`src/design/tla_pkg.sv`:
```
`default_nettype none
package tla_pkg;

    // Default sizes of the line store and the terminator.
    localparam int LINE_DEPTH_DEF = 64;
    localparam int END_MAX_DEF    = 8;

    // Configuration port widths.
    localparam int CFG_IDX_W  = 8;
    localparam int CFG_DATA_W = 64;

    // Register indexes on the configuration port.
    localparam logic [CFG_IDX_W-1:0] REG_LINE_LIMIT     = 8'd0;
    localparam logic [CFG_IDX_W-1:0] REG_END_LENGTH     = 8'd1;
    localparam logic [CFG_IDX_W-1:0] REG_END_BYTES      = 8'd2;
    localparam logic [CFG_IDX_W-1:0] REG_RECEIVE_ENABLE = 8'd3;

    // Register reset values; the terminator defaults to CR LF.
    localparam logic [6:0]  LINE_LIMIT_RST = 7'd64;
    localparam logic [3:0]  END_LENGTH_DEF = 4'd2;
    localparam logic [63:0] END_BYTES_DEF  = 64'h0000_0000_0000_0A0D;

    // Line end reasons.
    localparam logic REASON_TERM = 1'b0;
    localparam logic REASON_FULL = 1'b1;

    // Commands from the controller to the datapath.
    typedef struct packed {
        logic store;
        logic start_drain;
        logic reason;
        logic next;
        logic clear;
    } t_cmd;

    // Status from the datapath to the controller.
    typedef struct packed {
        logic enabled;
        logic full;
        logic fill_zero;
        logic match;
        logic last;
    } t_status;

endpackage
`default_nettype wire

```
`src/design/tla_datapath.sv`:
```
`default_nettype none
module tla_datapath #(
    parameter int LINE_DEPTH = tla_pkg::LINE_DEPTH_DEF,
    parameter int END_MAX    = tla_pkg::END_MAX_DEF
) (
    input  wire logic                           i_clk,
    input  wire logic                           i_rst_n,
    input  wire logic                           i_cfg_valid,
    input  wire logic [tla_pkg::CFG_IDX_W-1:0]  i_cfg_index,
    input  wire logic [tla_pkg::CFG_DATA_W-1:0] i_cfg_data,
    input  wire logic [7:0]                     i_rx_byte,
    input  wire tla_pkg::t_cmd                  i_cmd,
    output tla_pkg::t_status                    o_status,
    output logic [7:0]                          o_line_byte,
    output logic                                o_end_reason,
    output logic [5:0]                          o_line_length
);

    localparam int FILL_W = (LINE_DEPTH > 1) ? $clog2(LINE_DEPTH) : 1;

    // Configuration registers.
    logic [6:0]  r_line_limit;
    logic [3:0]  r_end_length;
    logic [63:0] r_end_bytes;
    logic        r_rx_en;

    // Line state.
    logic [FILL_W-1:0] r_fill;
    logic [FILL_W-1:0] r_rd_addr;
    logic              r_reason;
    logic [7:0]        r_rd_data;
    logic [7:0]        r_store [LINE_DEPTH];
    logic [7:0]        r_tail  [END_MAX];

    logic [6:0] w_limit;
    logic [3:0] w_len;
    logic [3:0] w_idx;
    logic       w_match;

    // Effective limit and terminator length, clamped to the built sizes.
    assign w_limit = (r_line_limit > 7'(LINE_DEPTH)) ? 7'(LINE_DEPTH) : r_line_limit;
    assign w_len   = (r_end_length > 4'(END_MAX)) ? 4'(END_MAX) : r_end_length;

    // Compare the newest stored bytes against the terminator, newest byte last.
    always_comb begin
        w_match = (7'(r_fill) >= 7'(w_len));
        w_idx   = 4'd0;
        for (int j = 0; j < END_MAX; j++) begin
            if (4'(j) < w_len) begin
                w_idx = w_len - 4'd1 - 4'(j);
                if (r_tail[j] != r_end_bytes[{w_idx[2:0], 3'b000} +: 8]) begin
                    w_match = 1'b0;
                end
            end
        end
    end

    // Status toward the controller.
    always_comb begin
        o_status.enabled   = r_rx_en && (r_line_limit != 7'd0);
        o_status.full      = 7'(r_fill) >= (w_limit - 7'd1);
        o_status.fill_zero = (r_fill == '0);
        o_status.match     = w_match;
        o_status.last      = (r_rd_addr == (r_fill - FILL_W'(1)));
    end

    // Configuration writes and fill count.
    always_ff @(posedge i_clk) begin
        if (!i_rst_n) begin
            r_line_limit <= tla_pkg::LINE_LIMIT_RST;
            r_end_length <= tla_pkg::END_LENGTH_DEF;
            r_end_bytes  <= tla_pkg::END_BYTES_DEF;
            r_rx_en      <= 1'b0;
            r_fill       <= '0;
        end else begin
            if (i_cfg_valid) begin
                case (i_cfg_index)
                    tla_pkg::REG_LINE_LIMIT:     r_line_limit <= i_cfg_data[6:0];
                    tla_pkg::REG_END_LENGTH:     r_end_length <= i_cfg_data[3:0];
                    tla_pkg::REG_END_BYTES:      r_end_bytes  <= i_cfg_data;
                    tla_pkg::REG_RECEIVE_ENABLE: r_rx_en      <= i_cfg_data[0];
                    default: ;
                endcase
            end
            if (i_cmd.store) begin
                r_fill <= r_fill + FILL_W'(1);
                // A zero terminator length falls back to CR LF for good.
                if (r_end_length == 4'd0) begin
                    r_end_length <= tla_pkg::END_LENGTH_DEF;
                    r_end_bytes  <= tla_pkg::END_BYTES_DEF;
                end
            end
            if (i_cmd.clear) begin
                r_fill <= '0;
            end
        end
    end

    // Drain pointer and end reason; payload registers need no reset.
    always_ff @(posedge i_clk) begin
        if (i_cmd.start_drain) begin
            r_rd_addr <= '0;
            r_reason  <= i_cmd.reason;
        end else if (i_cmd.next) begin
            r_rd_addr <= r_rd_addr + FILL_W'(1);
        end
    end

    // Line store: one write port, one registered read port.
    always_ff @(posedge i_clk) begin
        if (i_cmd.store) begin
            r_store[r_fill] <= i_rx_byte;
        end
        r_rd_data <= r_store[r_rd_addr];
    end

    // History of the most recently stored bytes, newest at entry zero.
    always_ff @(posedge i_clk) begin
        if (i_cmd.store) begin
            r_tail[0] <= i_rx_byte;
            for (int i = 1; i < END_MAX; i++) begin
                r_tail[i] <= r_tail[i-1];
            end
        end
    end

    assign o_line_byte   = r_rd_data;
    assign o_end_reason  = r_reason;
    assign o_line_length = 6'(r_fill);

endmodule
`default_nettype wire

```
`src/design/tla_ctrl.sv`:
```
`default_nettype none
module tla_ctrl (
    input  wire logic             i_clk,
    input  wire logic             i_rst_n,
    input  wire logic             i_in_valid,
    input  wire logic             i_out_ready,
    input  wire tla_pkg::t_status i_status,
    output tla_pkg::t_cmd         o_cmd,
    output logic                  o_in_ready,
    output logic                  o_out_valid
);

    typedef enum logic [1:0] {
        ST_IDLE,
        ST_CHECK,
        ST_READ,
        ST_SHOW
    } t_state;

    t_state r_state;
    t_state n_state;
    logic   r_in_ready;
    logic   n_in_ready;
    logic   r_out_valid;
    logic   n_out_valid;

    // Next state and datapath commands.
    always_comb begin
        n_state = r_state;
        o_cmd   = '0;
        case (r_state)
            ST_IDLE: begin
                if (i_in_valid && i_status.enabled) begin
                    if (i_status.full) begin
                        // Store full: the byte is dropped and a non-empty line flushed.
                        if (!i_status.fill_zero) begin
                            o_cmd.start_drain = 1'b1;
                            o_cmd.reason      = tla_pkg::REASON_FULL;
                            n_state           = ST_READ;
                        end
                    end else begin
                        o_cmd.store = 1'b1;
                        n_state     = ST_CHECK;
                    end
                end
            end
            ST_CHECK: begin
                if (i_status.match) begin
                    o_cmd.start_drain = 1'b1;
                    o_cmd.reason      = tla_pkg::REASON_TERM;
                    n_state           = ST_READ;
                end else begin
                    n_state = ST_IDLE;
                end
            end
            ST_READ: begin
                n_state = ST_SHOW;
            end
            ST_SHOW: begin
                if (i_out_ready) begin
                    if (i_status.last) begin
                        o_cmd.clear = 1'b1;
                        n_state     = ST_IDLE;
                    end else begin
                        o_cmd.next = 1'b1;
                        n_state    = ST_READ;
                    end
                end
            end
            default: begin
                n_state = ST_IDLE;
            end
        endcase
        n_in_ready  = (n_state == ST_IDLE);
        n_out_valid = (n_state == ST_SHOW);
    end

    // State and registered handshake outputs.
    always_ff @(posedge i_clk) begin
        if (!i_rst_n) begin
            r_state     <= ST_IDLE;
            r_in_ready  <= 1'b1;
            r_out_valid <= 1'b0;
        end else begin
            r_state     <= n_state;
            r_in_ready  <= n_in_ready;
            r_out_valid <= n_out_valid;
        end
    end

    assign o_in_ready  = r_in_ready;
    assign o_out_valid = r_out_valid;

endmodule
`default_nettype wire

```
`src/design/terminated_line_assembler.sv`:
```
`default_nettype none
// Line assembler for received serial bytes. Each accepted byte is appended to a
// line store of LINE_DEPTH bytes; a line is emitted once its last stored bytes
// equal the configured terminator (CR LF after reset), or flushed as overflow
// when a byte arrives at a full store (that byte is dropped). A stored byte
// goes through acceptance and then the terminator compare; an ignored or
// dropped byte goes through acceptance alone. While a line is emitted, each
// byte is fetched through the registered read port of the line store before
// it is presented, and the block also waits out any output stall. No new byte
// is accepted until the whole line has been delivered. Configuration writes
// are always accepted and must be issued only while the block is idle.
module terminated_line_assembler #(
    parameter int LINE_DEPTH = tla_pkg::LINE_DEPTH_DEF,
    parameter int END_MAX    = tla_pkg::END_MAX_DEF
) (
    input  wire logic                           i_clk,
    input  wire logic                           i_rst_n,
    input  wire logic                           i_cfg_valid,
    output logic                                o_cfg_ready,
    input  wire logic [tla_pkg::CFG_IDX_W-1:0]  i_cfg_index,
    input  wire logic [tla_pkg::CFG_DATA_W-1:0] i_cfg_data,
    input  wire logic                           i_in_valid,
    output logic                                o_in_ready,
    input  wire logic [7:0]                     i_rx_byte,
    output logic                                o_out_valid,
    input  wire logic                           i_out_ready,
    output logic [7:0]                          o_line_byte,
    output logic                                o_last,
    output logic                                o_end_reason,
    output logic [5:0]                          o_line_length
);

    tla_pkg::t_cmd    w_cmd;
    tla_pkg::t_status w_status;

    assign o_cfg_ready = 1'b1;
    assign o_last      = w_status.last;

    tla_ctrl u_ctrl (
        .i_clk       (i_clk),
        .i_rst_n     (i_rst_n),
        .i_in_valid  (i_in_valid),
        .i_out_ready (i_out_ready),
        .i_status    (w_status),
        .o_cmd       (w_cmd),
        .o_in_ready  (o_in_ready),
        .o_out_valid (o_out_valid)
    );

    tla_datapath #(
        .LINE_DEPTH (LINE_DEPTH),
        .END_MAX    (END_MAX)
    ) u_datapath (
        .i_clk         (i_clk),
        .i_rst_n       (i_rst_n),
        .i_cfg_valid   (i_cfg_valid),
        .i_cfg_index   (i_cfg_index),
        .i_cfg_data    (i_cfg_data),
        .i_rx_byte     (i_rx_byte),
        .i_cmd         (w_cmd),
        .o_status      (w_status),
        .o_line_byte   (o_line_byte),
        .o_end_reason  (o_end_reason),
        .o_line_length (o_line_length)
    );

    // Input and output sides are never open at the same time.
    a_one_side: assert property (@(posedge i_clk) disable iff (!i_rst_n)
        o_out_valid |-> !o_in_ready)
        else $error("input ready while a line byte is presented");

    // After the final byte of a line goes out, the block is ready for input.
    a_back_to_idle: assert property (@(posedge i_clk) disable iff (!i_rst_n)
        (o_out_valid && i_out_ready && o_last) |=> o_in_ready)
        else $error("block not idle after the last byte of a line");

    // An emitted line is never empty.
    a_nonempty: assert property (@(posedge i_clk) disable iff (!i_rst_n)
        o_out_valid |-> (o_line_length != 6'd0))
        else $error("line byte presented with zero line length");

endmodule
`default_nettype wire

```
`config.mk`:
```
export PLATFORM = sky130hd
export DESIGN_NAME = terminated_line_assembler
export DESIGN_NICKNAME = d
export VERILOG_FILES = /design/src/design/tla_pkg.sv /design/src/design/tla_datapath.sv /design/src/design/tla_ctrl.sv /design/src/design/terminated_line_assembler.sv
export SDC_FILE = /design/constraint.sdc
export NUM_CORES = 1
export LEC_CHECK = 0
export BUFFER_PORTS_ARGS = -buffer_cell sky130_fd_sc_hd__buf_4
export CORE_UTILIZATION = 62
export CTS_CLUSTER_DIAMETER = 150
export CTS_CLUSTER_SIZE = 40
export DETAILED_ROUTE_END_ITERATION = 8
export HOLD_SLACK_MARGIN = 0.03
export PLACE_DENSITY = 0.8
export RECOVER_POWER = 50
export SLEW_MARGIN = 20
export SYNTH_ARGS = -nofsm -noshare
export SYNTH_HDL_FRONTEND = slang
export SYNTH_HIERARCHICAL = 1
export SYNTH_SLANG_ARGS = --single-unit
export TNS_END_PERCENT = 1
```
`constraint.sdc`:
```
create_clock -name i_clk -period 7.9 [get_ports i_clk]
set_input_delay 0.395 -clock i_clk [delete_from_list [all_inputs] [get_ports i_clk]]
set_output_delay 0.395 -clock i_clk [all_outputs]
set_load 0.01 [all_outputs]
```
==> impl_metrics.toml <==
[status]
outcome = "complete, but fails checks"
violations = "capacitance limit, slew limit"

[grt]
grt_pass1_wl_um = 112000
antenna_found_initial = 0
grt_max_degree = 76
gr-usage-all-layers = 0.310
grt_pass1_vias = 16700
grt_remaining_overflow = 0

[timing]
clock.fmax_mhz = 152
setup_slack_ns = 1.31
rsz0062_at_grt = "no"
hold_viol = 0
tightest_slew_ns = 4.54
fin_crit_sh = 0.834
max_slew_margin = -2.03
tns_ns = 0
fin_skew_ns = 0.0461
period_minus_slack_ns = 6.59
maxSlewViolCount = 733
setup_viol = 0

[finish]
seq_area_um2 = 19300
area_growth_pct = 7.14
final_util = 0.680
multi_input_area_um2 = 9950
nets = 1976
fin_area_um2 = 31900
insertedDiodeCount = 0
layout-drive-gt1-share = 0.194
n_fill_cell = 2947

[setup_path]
critical_path.most_common_cell = "mux4_2"
cp_slowest_cell = "clkbuf_1"
required_ns = 8.37
worst-setup-path-type = "reg2reg"
crit_path_end_kind = "register"
crit_buf_inv = 1
crit_path_max_fanout = 75
cpPeakStageDelay_ns = 3.26
worst_ep_arrival_time_ns = 7.06
crit_chain = "clkbuf_1 > mux4_2 > mux4_2 > mux4_2"
cp-start-kind = "register"
critical_path.top_delay_family = "buffers and inverters"

[synth]
async_flop_share = 0
synth_edf_count = 577
yosysWarnings = 6
synth_fp_nets = 1903
yosysUniqueCellTypes = 84
syn_inst = 1803
ys_ff_latch = 677
synthFlopType = "edfxtp_1"
synth_area_um2 = 29800
syn_avg_cell_area_um2 = 16.5
synth.largest_area_cell = "edfxtp_1"
synth_area_leaders = "edfxtp_1, mux4_2, dfxtp_1"
ys_seq_area_frac = 0.648
synth.top_cell.area_share = 0.581

[route]
drc = 0
via_per_inst = 7.00
vias = 17500
drtIter0Drc = 2444
ant_nets = 0
drt-pass1-iter-count = 7
wl_um = 75200
avgRoutedWirePerCell_um = 30.1

[floorplan]
core_um2 = 47000
die_area_um2 = 49000
rows = 79
ioPinCount = 104
start_util = 0.635
die_w_um = 221
die_y_um = 221

[pwr]
power_frac_comb = 0.027
peakVddDrop_v = 0.000208
intPower_mw = 4.46
leakagePower_nw = 9.83
pwr-share-clk = 0.276
powerDensity_nw_per_um2 = 174
p_total_mw = 5.55
p_sw_frac = 0.197
p_seq_frac = 0.698
netSwitchingPower_mw = 1.09

[place]
gp_congestion = 0.945
io_buffers = 102
post_dp_cell_area_um2 = 31100
hpwl_um = 50000
post-place-ws_ns = 1.80

[clocking]
clockBufferDepth = 3
htreeDepth = 1
cts_setup_buffers = 0
clock-sinks = 677
clk_pin_slew_ns = 0.13
cts_tree = "yes"
insertion_delay_ns = 0.61
clockRootBuffer = "clkbuf_16"
numCtsBuffers = 21

[run]
maxCapViolations = 11

[worst_hold_path]
hold_path.class = "in2reg"
## power groups by stage
stage	clock, mW	combinational, mW	sequential [mW]
6_report	1.53	0.147	3.87
3_5_place_dp	0	0.135	3.95
3_3_place_gp	0	0.129	3.95
2_1_floorplan	0	0.0441	3.95
4_1_cts	1.55	0.149	3.87
5_1_grt	1.65	0.156	3.87
## flip-flops by register name (all words and copies together), names as in the netlist
register / flops
u_datapath/r_end_length: 4
u_datapath/r_tail: 64
u_ctrl/r_state: 2
u_datapath/r_store: 512
u_datapath/o_end_reason: 1
u_datapath/r_rx_en: 1
u_ctrl/o_out_valid: 1
u_datapath/r_line_limit: 7
u_datapath/r_rd_addr: 6
u_ctrl/o_in_ready: 1
u_datapath/o_line_byte: 8
u_datapath/o_line_length: 6
u_datapath/r_end_bytes: 64
## synthesized netlist by cell type, drive strengths merged, types with 6 or more instances
master   number
nor2        100
a211oi       15
inv          13
xor2         36
mux2          6
nor3         14
nor3b         7
o22ai        10
buf          47
nand3b        8
o21ai        18
ha           15
nand4        12
nor2b        14
edfxtp      577
nand2b       12
clkbuf       65
mux4        220
xnor2        58
dfxtp       100
nand3        21
o221ai        7
mux2i        75
a2bb2oi      10
nor4          9
and3b         9
a21oi        78
nand2       167
## metal layers
metal,global-route usage,part of all wire,up-vias
met5,0,0,-
met2,0.505,0.49,1111
met4,0.0647,0.024,0
li1,-,-,7246
met3,0.0462,0.099,108
met1,0.453,0.39,9015
## worst min-delay path, cell delays in order
cell	delay [ns]
buf_4	0.11
nand2_1	0.05
a21oi_1	0.05
## cell type report
class	instances	area share
Clock inverter	3	0.00172
Tap cell	607	0.0238
Clock buffer	35	0.0181
Multi-Input combinational cell	999	0.312
Sequential cell	677	0.605
Timing Repair Buffer	162	0.0377
Inverter	15	0.00176
## path summary, 6_finish.rpt
| kind | slack (ns) | endpoint | cells past startpoint | start |
|---|---|---|---|---|
| min reg2reg | 0.49 | u_datapath/r_tail[1][4] | 0 | u_datapath/r_tail[0][28] |
| min | 0.04 | u_datapath/r_end_bytes[58] | 3 | i_cfg_data[58] |
| max | 1.31 | u_datapath/o_line_byte[4] | 4 | u_datapath/r_rd_addr[1] |
| max reg2reg | 1.31 | u_datapath/o_line_byte[4] | 4 | u_datapath/r_rd_addr[1] |
## cells by family after synthesis
group	count (synthesis)	synth area share
multiplexers	301	0.194
AND/OR/NAND/NOR	398	0.0629
flip-flops	677	0.648
AO/OA/AOI/OAI	189	0.0420
other	1	0.000126
adder cells (fa/ha/maj)	15	0.00629
buffers and inverters	127	0.0183
XOR/XNOR	95	0.0286
## metrics by stage
stage,hold WS (ns),cells
after floorplan,0.426,1803
after global placement,0.436,2423
after detailed placement,0.462,2423
after CTS,0.0304,2498
after global routing,0.0368,2498
final,0.0425,2498
## repair_timing
| action | in CTS | in global routing |
|---|---|---|
| endpoints found under the hold margin | 37 | 0 |
| hold buffers | 37 | 0 |
| gates resized for setup | 0 | 0 |
## cell usage in the layout, fill, tap and decap left out, types with 11 or more instances in the layout
cell / n
dlygate4sd3_1: 37
xnor2_1: 57
mux4_2: 220
clkbuf_1: 42
xor2_1: 36
clkbuf_16: 21
nand4_1: 12
ha_1: 15
nor2_1: 99
o21ai_0: 17
a211oi_1: 13
inv_1: 12
nand2b_1: 11
nand3_1: 21
nor2b_1: 14
buf_4: 96
edfxtp_1: 577
nand2_1: 166
nor3_1: 14
dfxtp_1: 95
a21oi_1: 78
mux2i_1: 75
Note: power is estimated with default switching activity, not from simulation.
